`src/rtl/abscc_pkg.sv`:
```
// Shared types and constants for the analog button state classifier.
package abscc_pkg;

   localparam int BUTTONS    = 4;
   localparam int SAMPLES    = 8;
   localparam int IDX_W      = 2;
   localparam int RAW_W      = 12;
   localparam int VDDA_W     = 10;
   localparam int PROD_W     = RAW_W + VDDA_W;
   localparam int V_W        = VDDA_W;
   localparam int CNT_W      = 5;
   localparam int HOLD_W     = 8;
   localparam int CSR_IDX_W  = 3;
   localparam int CSR_DATA_W = 10;
   localparam int FULL_SCALE = 4095;

   // queue depth must stay a power of two: the pointers wrap by overflow
   localparam int QUEUE_DEPTH = 4;
   localparam int QPTR_W      = $clog2(QUEUE_DEPTH);
   localparam int QCNT_W      = QPTR_W + 1;

   localparam logic [CSR_IDX_W-1:0] CSR_VDDA_SCALE        = 3'd0;
   localparam logic [CSR_IDX_W-1:0] CSR_ACTIVE_HIGH_MASK  = 3'd1;
   localparam logic [CSR_IDX_W-1:0] CSR_LONG_PRESS_MASK   = 3'd2;
   localparam logic [CSR_IDX_W-1:0] CSR_RELEASE_MIN_LOWS  = 3'd3;
   localparam logic [CSR_IDX_W-1:0] CSR_STUCK_LIMIT_SHORT = 3'd4;
   localparam logic [CSR_IDX_W-1:0] CSR_STUCK_LIMIT_LONG  = 3'd5;

   typedef enum logic [1:0] {
      CLS_NONE,
      CLS_HIGH,
      CLS_LOW,
      CLS_SHORT
   } class_type;

   typedef enum logic [2:0] {
      ST_NOT_PRESSED,
      ST_PRESSED,
      ST_RELEASED,
      ST_STUCK,
      ST_SHORT
   } status_type;

   typedef struct packed {
      logic [VDDA_W-1:0]  vdda_scale;
      logic [BUTTONS-1:0] active_high_mask;
      logic [BUTTONS-1:0] long_press_mask;
      logic [4:0]         release_min_lows;
      logic [7:0]         stuck_limit_short;
      logic [6:0]         stuck_limit_long;
   } cfg_type;

   typedef struct packed {
      logic [IDX_W-1:0] button_index;
      class_type        cls;
   } entry_type;

endpackage

```
`src/rtl/abscc_req_if.sv`:
```
// Request channel: button index and raw ADC sample.
interface abscc_req_if;
   logic                         valid;
   logic                         ready;
   logic [abscc_pkg::IDX_W-1:0]  button_index;
   logic [abscc_pkg::RAW_W-1:0]  raw_sample;

   modport source (output valid, button_index, raw_sample, input ready);
   modport sink (input valid, button_index, raw_sample, output ready);
endinterface

```
`src/rtl/abscc_rsp_if.sv`:
```
// Response channel: window flag and button status.
interface abscc_rsp_if;
   logic       valid;
   logic       ready;
   logic       window_done;
   logic [2:0] button_status;

   modport source (output valid, window_done, button_status, input ready);
   modport sink (input valid, window_done, button_status, output ready);
endinterface

```
`src/rtl/analog_button_state_classifier_core.sv`:
```
// Path: a transaction passes the stage 1 and stage 2 registers, the queue and the
//   result register in that order. Throughput: one sample per cycle while the response
//   channel accepts results; the front stages, a 4-entry queue and the back end each handle a sample every cycle.
// Reset (synchronous): configuration returns to its defaults, all per-button
//   counts and press state clear, pipeline and queue empty.
// Top level: configuration registers, front end, queue and back end.
module analog_button_state_classifier_core (
   input  logic                                  clock,
   input  logic                                  reset,
   abscc_req_if.sink                             req_chan,
   abscc_rsp_if.source                           rsp_chan,
   input  logic                                  csr_wr_en,
   input  logic [abscc_pkg::CSR_IDX_W-1:0]       csr_index,
   input  logic [abscc_pkg::CSR_DATA_W-1:0]      csr_wr_data
);

   abscc_pkg::cfg_type   cfg_ff;
   logic                 push_valid;
   abscc_pkg::entry_type push_entry;
   logic                 q_full;
   logic                 head_valid;
   abscc_pkg::entry_type head_entry;
   logic                 head_ready;

   always_ff @(posedge clock) begin
      if (reset) begin
         cfg_ff.vdda_scale        <= 10'd330;
         cfg_ff.active_high_mask  <= '0;
         cfg_ff.long_press_mask   <= '0;
         cfg_ff.release_min_lows  <= 5'd4;
         cfg_ff.stuck_limit_short <= 8'd10;
         cfg_ff.stuck_limit_long  <= 7'd10;
      end else if (csr_wr_en) begin
         unique case (csr_index)
            abscc_pkg::CSR_VDDA_SCALE:        cfg_ff.vdda_scale        <= csr_wr_data;
            abscc_pkg::CSR_ACTIVE_HIGH_MASK:  cfg_ff.active_high_mask  <= csr_wr_data[3:0];
            abscc_pkg::CSR_LONG_PRESS_MASK:   cfg_ff.long_press_mask   <= csr_wr_data[3:0];
            abscc_pkg::CSR_RELEASE_MIN_LOWS:  cfg_ff.release_min_lows  <= csr_wr_data[4:0];
            abscc_pkg::CSR_STUCK_LIMIT_SHORT: cfg_ff.stuck_limit_short <= csr_wr_data[7:0];
            abscc_pkg::CSR_STUCK_LIMIT_LONG:  cfg_ff.stuck_limit_long  <= csr_wr_data[6:0];
            default: begin
               // drop writes to unknown indexes
            end
         endcase
      end
   end

   abscc_front u_front (
      .clock      (clock),
      .reset      (reset),
      .req_chan   (req_chan),
      .cfg        (cfg_ff),
      .q_full     (q_full),
      .push_valid (push_valid),
      .push_entry (push_entry)
   );

   abscc_queue u_queue (
      .clock      (clock),
      .reset      (reset),
      .push_valid (push_valid),
      .push_entry (push_entry),
      .full       (q_full),
      .pop_valid  (head_valid),
      .pop_entry  (head_entry),
      .pop_ready  (head_ready)
   );

   abscc_back u_back (
      .clock      (clock),
      .reset      (reset),
      .cfg        (cfg_ff),
      .head_valid (head_valid),
      .head_entry (head_entry),
      .head_ready (head_ready),
      .rsp_chan   (rsp_chan)
   );

endmodule

```
`src/rtl/abscc_front.sv`:
```
// Front end: scales each sample to the supply range and classifies it.
module abscc_front (
   input  logic                 clock,
   input  logic                 reset,
   abscc_req_if.sink            req_chan,
   input  abscc_pkg::cfg_type   cfg,
   input  logic                 q_full,
   output logic                 push_valid,
   output abscc_pkg::entry_type push_entry
);

   // stage 1: product
   logic                               s1_valid_ff;
   logic [abscc_pkg::PROD_W-1:0]       s1_prod_ff;
   logic [abscc_pkg::IDX_W-1:0]        s1_idx_ff;
   logic                               s1_ah_ff;
   logic [abscc_pkg::VDDA_W-1:0]       s1_vdda_ff;
   logic                               s1_ready;

   // stage 2: classified entry
   logic                               s2_valid_ff;
   abscc_pkg::entry_type               s2_entry_ff;
   abscc_pkg::entry_type               s2_entry_in;
   logic                               s2_ready;

   logic [abscc_pkg::V_W-1:0]          q_est;
   logic [abscc_pkg::RAW_W:0]          rem;
   logic [abscc_pkg::V_W-1:0]          v;
   logic [19:0]                        v10;
   logic [19:0]                        v1000;
   logic [19:0]                        vdda6;
   logic [19:0]                        vdda4;
   logic [19:0]                        vdda109;
   logic                               v_le_vdda;

   assign s2_ready       = !s2_valid_ff || !q_full;
   assign s1_ready       = !s1_valid_ff || s2_ready;
   assign req_chan.ready = s1_ready;
   assign push_valid     = s2_valid_ff;
   assign push_entry     = s2_entry_ff;

   // floor(p / 4095): estimate with p >> 12, then one correction step
   always_comb begin
      q_est = s1_prod_ff[abscc_pkg::PROD_W-1:abscc_pkg::RAW_W];
      rem   = {1'b0, s1_prod_ff[abscc_pkg::RAW_W-1:0]}
              + {{(abscc_pkg::RAW_W+1-abscc_pkg::V_W){1'b0}}, q_est};
      v     = q_est + ((rem >= 13'(abscc_pkg::FULL_SCALE)) ? 10'd1 : 10'd0);
   end

   always_comb begin
      v10       = 20'(v) * 20'd10;
      v1000     = 20'(v) * 20'd1000;
      vdda6     = 20'(s1_vdda_ff) * 20'd6;
      vdda4     = 20'(s1_vdda_ff) * 20'd4;
      vdda109   = 20'(s1_vdda_ff) * 20'd109;
      v_le_vdda = v <= s1_vdda_ff;
      s2_entry_in.button_index = s1_idx_ff;
      s2_entry_in.cls          = abscc_pkg::CLS_NONE;
      if (s1_ah_ff) begin
         if (v_le_vdda && v10 > vdda6) begin
            s2_entry_in.cls = abscc_pkg::CLS_HIGH;
         end else if (v10 < vdda4) begin
            s2_entry_in.cls = abscc_pkg::CLS_LOW;
         end
      end else begin
         if (v != '0 && v1000 < vdda109) begin
            s2_entry_in.cls = abscc_pkg::CLS_HIGH;
         end else if (v == '0) begin
            s2_entry_in.cls = abscc_pkg::CLS_SHORT;
         end else if (v_le_vdda && v10 > vdda6) begin
            s2_entry_in.cls = abscc_pkg::CLS_LOW;
         end
      end
   end

   always_ff @(posedge clock) begin
      if (reset) begin
         s1_valid_ff <= 1'b0;
         s2_valid_ff <= 1'b0;
      end else begin
         if (s1_ready) begin
            s1_valid_ff <= req_chan.valid;
         end
         if (s2_ready) begin
            s2_valid_ff <= s1_valid_ff;
         end
      end
      if (s1_ready && req_chan.valid) begin
         s1_prod_ff <= abscc_pkg::PROD_W'(req_chan.raw_sample) *
                       abscc_pkg::PROD_W'(cfg.vdda_scale);
         s1_idx_ff  <= req_chan.button_index;
         s1_ah_ff   <= cfg.active_high_mask[req_chan.button_index];
         s1_vdda_ff <= cfg.vdda_scale;
      end
      if (s2_ready && s1_valid_ff) begin
         s2_entry_ff <= s2_entry_in;
      end
   end

endmodule

```
`src/rtl/abscc_queue.sv`:
```
// Short FIFO between the classifier front end and the decision back end.
module abscc_queue (
   input  logic                 clock,
   input  logic                 reset,
   input  logic                 push_valid,
   input  abscc_pkg::entry_type push_entry,
   output logic                 full,
   output logic                 pop_valid,
   output abscc_pkg::entry_type pop_entry,
   input  logic                 pop_ready
);

   abscc_pkg::entry_type            entry_ff [abscc_pkg::QUEUE_DEPTH];
   logic [abscc_pkg::QPTR_W-1:0]    wr_ptr_ff;
   logic [abscc_pkg::QPTR_W-1:0]    rd_ptr_ff;
   logic [abscc_pkg::QCNT_W-1:0]    count_ff;
   logic                            do_push;
   logic                            do_pop;

   assign full      = count_ff == abscc_pkg::QCNT_W'(abscc_pkg::QUEUE_DEPTH);
   assign pop_valid = count_ff != '0;
   assign pop_entry = entry_ff[rd_ptr_ff];
   assign do_push   = push_valid && !full;
   assign do_pop    = pop_valid && pop_ready;

   always_ff @(posedge clock) begin
      if (reset) begin
         wr_ptr_ff <= '0;
         rd_ptr_ff <= '0;
         count_ff  <= '0;
      end else begin
         if (do_push) begin
            wr_ptr_ff <= wr_ptr_ff + 1'b1;
         end
         if (do_pop) begin
            rd_ptr_ff <= rd_ptr_ff + 1'b1;
         end
         if (do_push && !do_pop) begin
            count_ff <= count_ff + 1'b1;
         end else if (do_pop && !do_push) begin
            count_ff <= count_ff - 1'b1;
         end
      end
      if (do_push) begin
         entry_ff[wr_ptr_ff] <= push_entry;
      end
   end

endmodule

```
`src/rtl/abscc_back.sv`:
```
// Back end: per-button window counts, press decision and result register.
module abscc_back (
   input  logic                 clock,
   input  logic                 reset,
   input  abscc_pkg::cfg_type   cfg,
   input  logic                 head_valid,
   input  abscc_pkg::entry_type head_entry,
   output logic                 head_ready,
   abscc_rsp_if.source          rsp_chan
);

   localparam int CW = abscc_pkg::CNT_W;
   localparam int HW = abscc_pkg::HOLD_W;

   logic [CW-1:0] sample_cnt_ff [abscc_pkg::BUTTONS];
   logic [CW-1:0] high_cnt_ff   [abscc_pkg::BUTTONS];
   logic [CW-1:0] low_cnt_ff    [abscc_pkg::BUTTONS];
   logic [CW-1:0] short_cnt_ff  [abscc_pkg::BUTTONS];
   logic [HW-1:0] hold_cnt_ff   [abscc_pkg::BUTTONS];
   logic          last_ff       [abscc_pkg::BUTTONS];

   logic                        rsp_valid_ff;
   logic                        rsp_done_ff;
   abscc_pkg::status_type       rsp_status_ff;

   logic [abscc_pkg::IDX_W-1:0] b;
   logic                        fire;
   logic [CW-1:0]               hi_in;
   logic [CW-1:0]               lo_in;
   logic [CW-1:0]               sh_in;
   logic                        window;
   logic                        all_high;
   logic                        all_short;
   logic                        release_hit;
   logic [HW-1:0]               hold;
   logic [HW:0]                 hold_p1;
   logic [HW:0]                 two_l;
   logic                        stuck_s;
   logic                        stuck_l;
   logic [HW-1:0]               hold_in;
   logic                        last_in;
   abscc_pkg::status_type       status;

   assign head_ready             = !rsp_valid_ff || rsp_chan.ready;
   assign fire                   = head_valid && head_ready;
   assign b                      = head_entry.button_index;
   assign rsp_chan.valid         = rsp_valid_ff;
   assign rsp_chan.window_done   = rsp_done_ff;
   assign rsp_chan.button_status = rsp_status_ff;

   always_comb begin
      hi_in = high_cnt_ff[b] + ((head_entry.cls == abscc_pkg::CLS_HIGH) ? 5'd1 : 5'd0);
      lo_in = low_cnt_ff[b] + ((head_entry.cls == abscc_pkg::CLS_LOW) ? 5'd1 : 5'd0);
      sh_in = short_cnt_ff[b] + ((head_entry.cls == abscc_pkg::CLS_SHORT) ? 5'd1 : 5'd0);
      window      = sample_cnt_ff[b] == CW'(abscc_pkg::SAMPLES - 1);
      all_high    = hi_in == CW'(abscc_pkg::SAMPLES);
      all_short   = sh_in == CW'(abscc_pkg::SAMPLES);
      release_hit = lo_in <= CW'(abscc_pkg::SAMPLES) && lo_in > cfg.release_min_lows
                    && last_ff[b];
      hold        = hold_cnt_ff[b];
      hold_p1     = {1'b0, hold} + 9'd1;
      two_l       = {1'b0, cfg.stuck_limit_long, 1'b0};
      // a zero limit never matches: the compare is gated off when the limit is zero
      stuck_s     = cfg.stuck_limit_short != '0 && hold == cfg.stuck_limit_short - 8'd1;
      stuck_l     = cfg.stuck_limit_long != '0 && hold_p1 == two_l;

      hold_in = '0;
      last_in = 1'b0;
      status  = abscc_pkg::ST_NOT_PRESSED;
      if (!cfg.long_press_mask[b]) begin
         if (all_high && !stuck_s) begin
            hold_in = hold_p1[HW-1:0];
            last_in = 1'b1;
            status  = abscc_pkg::ST_PRESSED;
         end else if (release_hit) begin
            status = abscc_pkg::ST_RELEASED;
         end else if (all_short) begin
            status = abscc_pkg::ST_SHORT;
         end else if (all_high) begin
            status = abscc_pkg::ST_STUCK;
         end
      end else begin
         if (all_high && hold == '0 && cfg.stuck_limit_long > 7'd1) begin
            hold_in = 8'd1;
         end else if (all_high && hold != '0 && hold_p1 < two_l) begin
            hold_in = hold_p1[HW-1:0];
            last_in = 1'b1;
            status  = abscc_pkg::ST_PRESSED;
         end else if (release_hit) begin
            status = abscc_pkg::ST_RELEASED;
         end else if (all_short) begin
            status = abscc_pkg::ST_SHORT;
         end else if (all_high && stuck_l) begin
            status = abscc_pkg::ST_STUCK;
         end
      end
   end

   always_ff @(posedge clock) begin
      if (reset) begin
         rsp_valid_ff <= 1'b0;
         for (int i = 0; i < abscc_pkg::BUTTONS; i++) begin
            sample_cnt_ff[i] <= '0;
            high_cnt_ff[i]   <= '0;
            low_cnt_ff[i]    <= '0;
            short_cnt_ff[i]  <= '0;
            hold_cnt_ff[i]   <= '0;
            last_ff[i]       <= 1'b0;
         end
      end else begin
         if (head_ready) begin
            rsp_valid_ff <= head_valid;
         end
         if (fire) begin
            if (window) begin
               sample_cnt_ff[b] <= '0;
               high_cnt_ff[b]   <= '0;
               low_cnt_ff[b]    <= '0;
               short_cnt_ff[b]  <= '0;
               hold_cnt_ff[b]   <= hold_in;
               last_ff[b]       <= last_in;
            end else begin
               sample_cnt_ff[b] <= sample_cnt_ff[b] + 5'd1;
               high_cnt_ff[b]   <= hi_in;
               low_cnt_ff[b]    <= lo_in;
               short_cnt_ff[b]  <= sh_in;
            end
         end
      end
      if (fire) begin
         rsp_done_ff <= window;
         if (window) begin
            rsp_status_ff <= status;
         end else begin
            rsp_status_ff <= last_ff[b] ? abscc_pkg::ST_PRESSED : abscc_pkg::ST_NOT_PRESSED;
         end
      end
   end

endmodule
```
`src/flat_wrapper.sv`:
```
// flat-port wrapper written by rule: the top's interface ports become plain ports
module analog_button_state_classifier_core_flat 
  (clock, reset, csr_wr_en, csr_index, csr_wr_data, req_chan_valid, req_chan_button_index, req_chan_raw_sample, req_chan_ready, rsp_chan_valid, rsp_chan_window_done, rsp_chan_button_status, rsp_chan_ready);
  abscc_req_if req_chan_i ();
  abscc_rsp_if rsp_chan_i ();
  input  logic clock;
  input  logic reset;
  input  logic csr_wr_en;
  input  logic [abscc_pkg::CSR_IDX_W-1:0] csr_index;
  input  logic [abscc_pkg::CSR_DATA_W-1:0] csr_wr_data;
  input wire logic [$bits(req_chan_i.valid)-1:0] req_chan_valid;
  input wire logic [$bits(req_chan_i.button_index)-1:0] req_chan_button_index;
  input wire logic [$bits(req_chan_i.raw_sample)-1:0] req_chan_raw_sample;
  output wire logic [$bits(req_chan_i.ready)-1:0] req_chan_ready;
  output wire logic [$bits(rsp_chan_i.valid)-1:0] rsp_chan_valid;
  output wire logic [$bits(rsp_chan_i.window_done)-1:0] rsp_chan_window_done;
  output wire logic [$bits(rsp_chan_i.button_status)-1:0] rsp_chan_button_status;
  input wire logic [$bits(rsp_chan_i.ready)-1:0] rsp_chan_ready;
  assign req_chan_i.valid = req_chan_valid;
  assign req_chan_i.button_index = req_chan_button_index;
  assign req_chan_i.raw_sample = req_chan_raw_sample;
  assign req_chan_ready = req_chan_i.ready;
  assign rsp_chan_valid = rsp_chan_i.valid;
  assign rsp_chan_window_done = rsp_chan_i.window_done;
  assign rsp_chan_button_status = rsp_chan_i.button_status;
  assign rsp_chan_i.ready = rsp_chan_ready;
  analog_button_state_classifier_core u_core (.clock(clock), .reset(reset), .req_chan(req_chan_i), .rsp_chan(rsp_chan_i), .csr_wr_en(csr_wr_en), .csr_index(csr_index), .csr_wr_data(csr_wr_data));
endmodule
```
`config.mk`:
```
export PLATFORM = sky130hd
export DESIGN_NAME = analog_button_state_classifier_core_flat
export DESIGN_NICKNAME = d
export VERILOG_FILES = /design/src/rtl/abscc_pkg.sv /design/src/rtl/abscc_req_if.sv /design/src/rtl/abscc_rsp_if.sv /design/src/rtl/analog_button_state_classifier_core.sv /design/src/rtl/abscc_front.sv /design/src/rtl/abscc_queue.sv /design/src/rtl/abscc_back.sv /design/src/flat_wrapper.sv
export SDC_FILE = /design/constraint.sdc
export NUM_CORES = 1
export LEC_CHECK = 0
export BUFFER_PORTS_ARGS = -buffer_cell sky130_fd_sc_hd__buf_2
export CORE_MARGIN = 8
export CORE_UTILIZATION = 45
export DETAILED_ROUTE_END_ITERATION = 8
export GPL_TIMING_DRIVEN = 0
export SETUP_SLACK_MARGIN = 0.4
export SYNTH_ARGS = -nofsm -noshare
export SYNTH_HDL_FRONTEND = slang
export SYNTH_HIERARCHICAL = 1
export SYNTH_SLANG_ARGS = --single-unit
export TNS_END_PERCENT = 10
```
`constraint.sdc`:
```
create_clock -name clock -period 8.3 [get_ports clock]
set_input_delay 0 -clock clock [delete_from_list [all_inputs] [get_ports clock]]
set_output_delay 0 -clock clock [all_outputs]
set_load 0.02 [all_outputs]
```
==> summary.md <==
| Metric | Value |
|---|---|
| Largest family of logic cells by synthesized area | `adder cells` |
| H-tree depth | `1` |
| Footprint of the multi-input gates | `12600 sq um` |
| Clock root buffer | `clkbuf_16` |
| Critical R2R Capture | `u_core/u_front/push_entry[1]` |
| Async S/R FF share, synth | `0%` |
| Sequential cell area | `approximately 6300 sq um` |
| Status | `complete, but fails checks` |
| Simple-Gate Fraction of Synth Area | `between 10 and 15%` |
| Fill cells | `between 3000 and 4000` |
| Port-buffer cells | `27` |
| Worst endpoint required time | `8.57 ns` |
| Final Hold Slack | `around 0.038 ns` |
| Rel. slew slack | `between 10% and 20%` |
| Endpoints failing hold | `0` |
| First DRT Iteration DRCs | `637` |
| Crit path top cell by count | `ha_4` |
| Vias in the first global route | `~14000` |
| Core ar. | `around 43000 sq um` |
| EDFF count, synth | `between 150 and 200` |
| Sum Neg Setup Slack | `-0.153 ns` |
| Final setup fails | `1` |
| #FFs+latches synth | `around 230` |
| Worst slew pin tran | `1.23 ns` |
| Initial antenna violation count | `0` |
| Final setup margin | `-0.153 ns` |
| Setup CP Type | `reg2reg` |
| RSZ-0062 raised after global routing | `yes` |
| Share of layout cells above drive strength 1 | `11.3%` |
| Total grt overflow | `0` |
| Clock skew | `about 0.013 ns` |
| Ys Warns | `6` |
| Final Max Slew Viols | `0` |
| CTS Sinks | `roughly 230` |
| Synth cell types | `91` |
| DRT antenna net count | `0` |
| # IOs | `38` |
| Global-route wire length before repair | `about 74000 microns` |
| Final layout net count | `about 2400` |
| Worst R2R Start | `u_core/u_front/s1_prod_ff[1]` |
| Post-synth net total | `between 2000 and 2500` |
| Post-synthesis adder-cell area fraction | `29.3%` |
| Synthesized area per cell | `around 11 sq um` |
| Syn-to-layout area delta | `12.5%` |
| Worst EP arrival | `~8.7 ns` |
| Primary FF master, synth | `edfxtp_1` |
| Maxcap violations | `0` |
| Post-Synth XOR/XNOR Area | `under 10%` |
| Hold path depth | `3` |
| Post-synthesis compound-gate area fraction | `around 7.5%` |
| WL final | `approximately 46000 microns` |
| Post-route DRC | `0` |
| Largest net degree at the start of global routing | `36` |
| Setup crit end kind | `flip-flop` |
| Hold path start | `csr_wr_data[0]` |
| Hold/Removal Path Class | `in2reg` |
| Hold worst-path end | `u_core/cfg_ff[24]` |
| Vias per cell | `between 5 and 6` |
| Violated checks | `negative setup slack` |
| Die area | `50700 sq um` |
| Final min period | `8.45 ns` |
| CP startpoint kind | `flip-flop` |
| Slowest-stage cell, CP | `fa_1` |
| Vias post-DR | `13500` |
| Die X | `225 microns` |
| CP Max Fanout | `5` |
| Avg WL per Cell | `17.9 microns` |
| Syn Inst Count | `1834` |
| Total CTS buffers | `24` |
| Cell Area, Synth | `19700 sq um` |
| Crit path largest cell delay | `0.52 ns` |
| Clock Tree Buf Depth | `3` |
| Final worst-path cycle share | `102%` |
| Latest clock arrival within the worst-skew pair | `~0.53 ns` |
| Initial Util | `between 40% and 50%` |
| Mux share of post-synthesis cell area | `between 6 and 7%` |
| Die Span Y | `225 microns` |
| TritonRoute pass-1 iters | `5` |
| Clk slew on worst S/H paths | `~0.060 ns` |
| Post-DP HPWL | `approximately 35000 microns` |
| Internal reg-to-reg setup slack | `-0.15 ns` |
| Seq/Total Area, Yosys | `between 30% and 40%` |
| Final antenna diode count | `0` |
| Fmax | `between 100 and 150 MHz` |
| CTS tree | `built` |
| R2R cell count | `38` |
| GRT Util Overall | `between 10% and 20%` |
| Row count | `76` |
| Global placement routability congestion | `0.856` |
per-stage QoR:
step / setup WS, ns / util, % / cell area (sq um) / std cells
final: -0.153 / 51.3 / 22100 / 2545
after detailed placement: -1.00 / 48.2 / 20800 / 2446
after global routing: -0.474 / 51.3 / 22100 / 2545
after CTS: -0.282 / 51.0 / 22000 / 2539
after floorplan: 0.0796 / - / 19900 / 1834
after global placement: -0.977 / 48.2 / 20800 / 2446
cell families after synthesis:
| group | Yosys count |
|---|---|
| DFF | 225 |
| buffers and inverters | 304 |
| and+or+nand+nor | 526 |
| AOI/OAI and AO/OA | 213 |
| xor gates and xnor gates | 107 |
| muxes | 80 |
| adders and majority gates | 379 |
cell usage in the layout (no fill, tap or decap), drive strengths merged, types with 6 or more instances in the layout:
cell type,netlist,layout
dlygate4sd3,0,23
o31ai,6,6
a21oi,60,60
a211oi,7,7
or3,16,16
ha,242,242
nand3,31,31
o21ai,31,31
xnor2,63,63
clkinv,0,6
xor2,42,42
nor4,14,14
nand2b,55,55
clkbuf,44,82
nand2,106,106
a21o,29,29
o21a,17,17
nand4,7,7
nor2b,16,16
or2,9,9
fa,136,136
a31o,7,7
o21bai,12,12
nand4b,7,7
nor3,37,37
nor2,130,130
and3,9,9
and2,67,67
edfxtp,175,175
mux2i,44,44
mux4,35,35
inv,245,245
buf,15,74
dfxtp,50,50
layout make-up:
class	count	share of cell area (%)
Buffer	59	1.23
Clock buffer	38	3.04
Clock inverter	6	0.192
Inverter	245	4.15
Multi-Input combinational cell	1305	57.1
Sequential cell	225	28.3
Tap cell	585	3.31
Timing Repair Buffer	82	2.75
synthesized netlist by cell type (all sizes together), types with 16 or more instances:
cell type | n | share of area [%]
nor2 | 130 | 2.5
o21a | 17 | 0.65
nand2b | 55 | 1.7
or3 | 16 | 0.51
o21ai | 31 | 0.79
xnor2 | 63 | 2.8
edfxtp | 175 | 27
a21o | 29 | 1.1
mux2i | 44 | 2.2
nor2b | 16 | 0.51
dfxtp | 50 | 5.1
xor2 | 42 | 1.9
a21oi | 60 | 1.5
ha | 242 | 15
mux4 | 35 | 4.1
nand3 | 31 | 0.88
fa | 136 | 14
nand2 | 106 | 2.0
clkbuf | 44 | 0.84
and2 | 67 | 2.1
nor3 | 37 | 0.97
inv | 245 | 4.7
metal layers:
layer	GRT usage (%)	part of all wire, %	wire length (microns)	vias up
li1	-	-	-	6533
met1	25.0	48	21700	6687
met2	30.3	47	21200	264
met3	2.42	4.0	1840	53
met4	3.61	1.7	786	0
met5	0	0	0	-
how the worst max path moves through the flow:
| stage | start | to | slack [ns] | cells past startpoint |
|---|---|---|---|---|
| after detailed placement | u_core/u_front/s1_prod_ff[14] | u_core/u_front/push_entry[1] | -1.00 | 34 |
| after floorplan | u_core/u_front/s1_prod_ff[14] | u_core/u_front/push_entry[1] | 0.08 | 38 |
| after global placement | u_core/u_front/s1_prod_ff[14] | u_core/u_front/push_entry[1] | -0.98 | 34 |
| after global routing | u_core/u_front/s1_prod_ff[1] | u_core/u_front/push_entry[1] | -0.47 | 38 |
| final | u_core/u_front/s1_prod_ff[1] | u_core/u_front/push_entry[1] | -0.15 | 38 |
| after CTS | u_core/u_front/s1_prod_ff[12] | u_core/u_front/push_entry[1] | -0.28 | 40 |
critical path, delay by kind of cell (launching register included):
family                   cells  cell delay, ns
XOR/XNOR                     3            0.50
AND/OR/NAND/NOR              8            1.22
adder cells (fa/ha/maj)      9            2.98
buffers and inverters        5            0.27
flip-flops                   1            0.41
AO/OA/AOI/OAI               13            2.81
registers in the layout (all words and copies together), names as in the netlist, named ones only:
name / count
u_core/u_queue/wr_ptr_ff: 2
u_core/u_back/hold_cnt_ff: 32
u_core/u_front/s1_valid_ff: 1
u_core/u_queue/count_ff: 3
u_core/u_front/push_valid: 1
u_core/u_back/low_cnt_ff: 20
u_core/u_front/s1_prod_ff: 22
u_core/cfg_ff: 38
u_core/u_back/sample_cnt_ff: 20
u_core/u_back/rsp_chan.button_status: 3
u_core/u_back/rsp_chan.window_done: 1
u_core/u_queue/entry_ff: 16
u_core/u_back/rsp_chan.valid: 1
u_core/u_front/s1_idx_ff: 2
u_core/u_queue/rd_ptr_ff: 2
u_core/u_front/s1_ah_ff: 1
u_core/u_back/short_cnt_ff: 20
u_core/u_front/s1_vdda_ff: 10
u_core/u_back/last_ff: 4
u_core/u_back/high_cnt_ff: 20
u_core/u_front/push_entry: 4
timing repair:
action,4_1_cts,5_1_grt
pin swaps,30,18
resized for setup,18,11
endpoints found under the setup margin,2,2
hold endpoints to repair,37,0
cloned,0,0
hold buffers,23,0
setup buffers,26,6
Power is left out: the tool's default activity adds up to more than one toggle a clock period on the data nets, which glitch-free logic cannot reach.
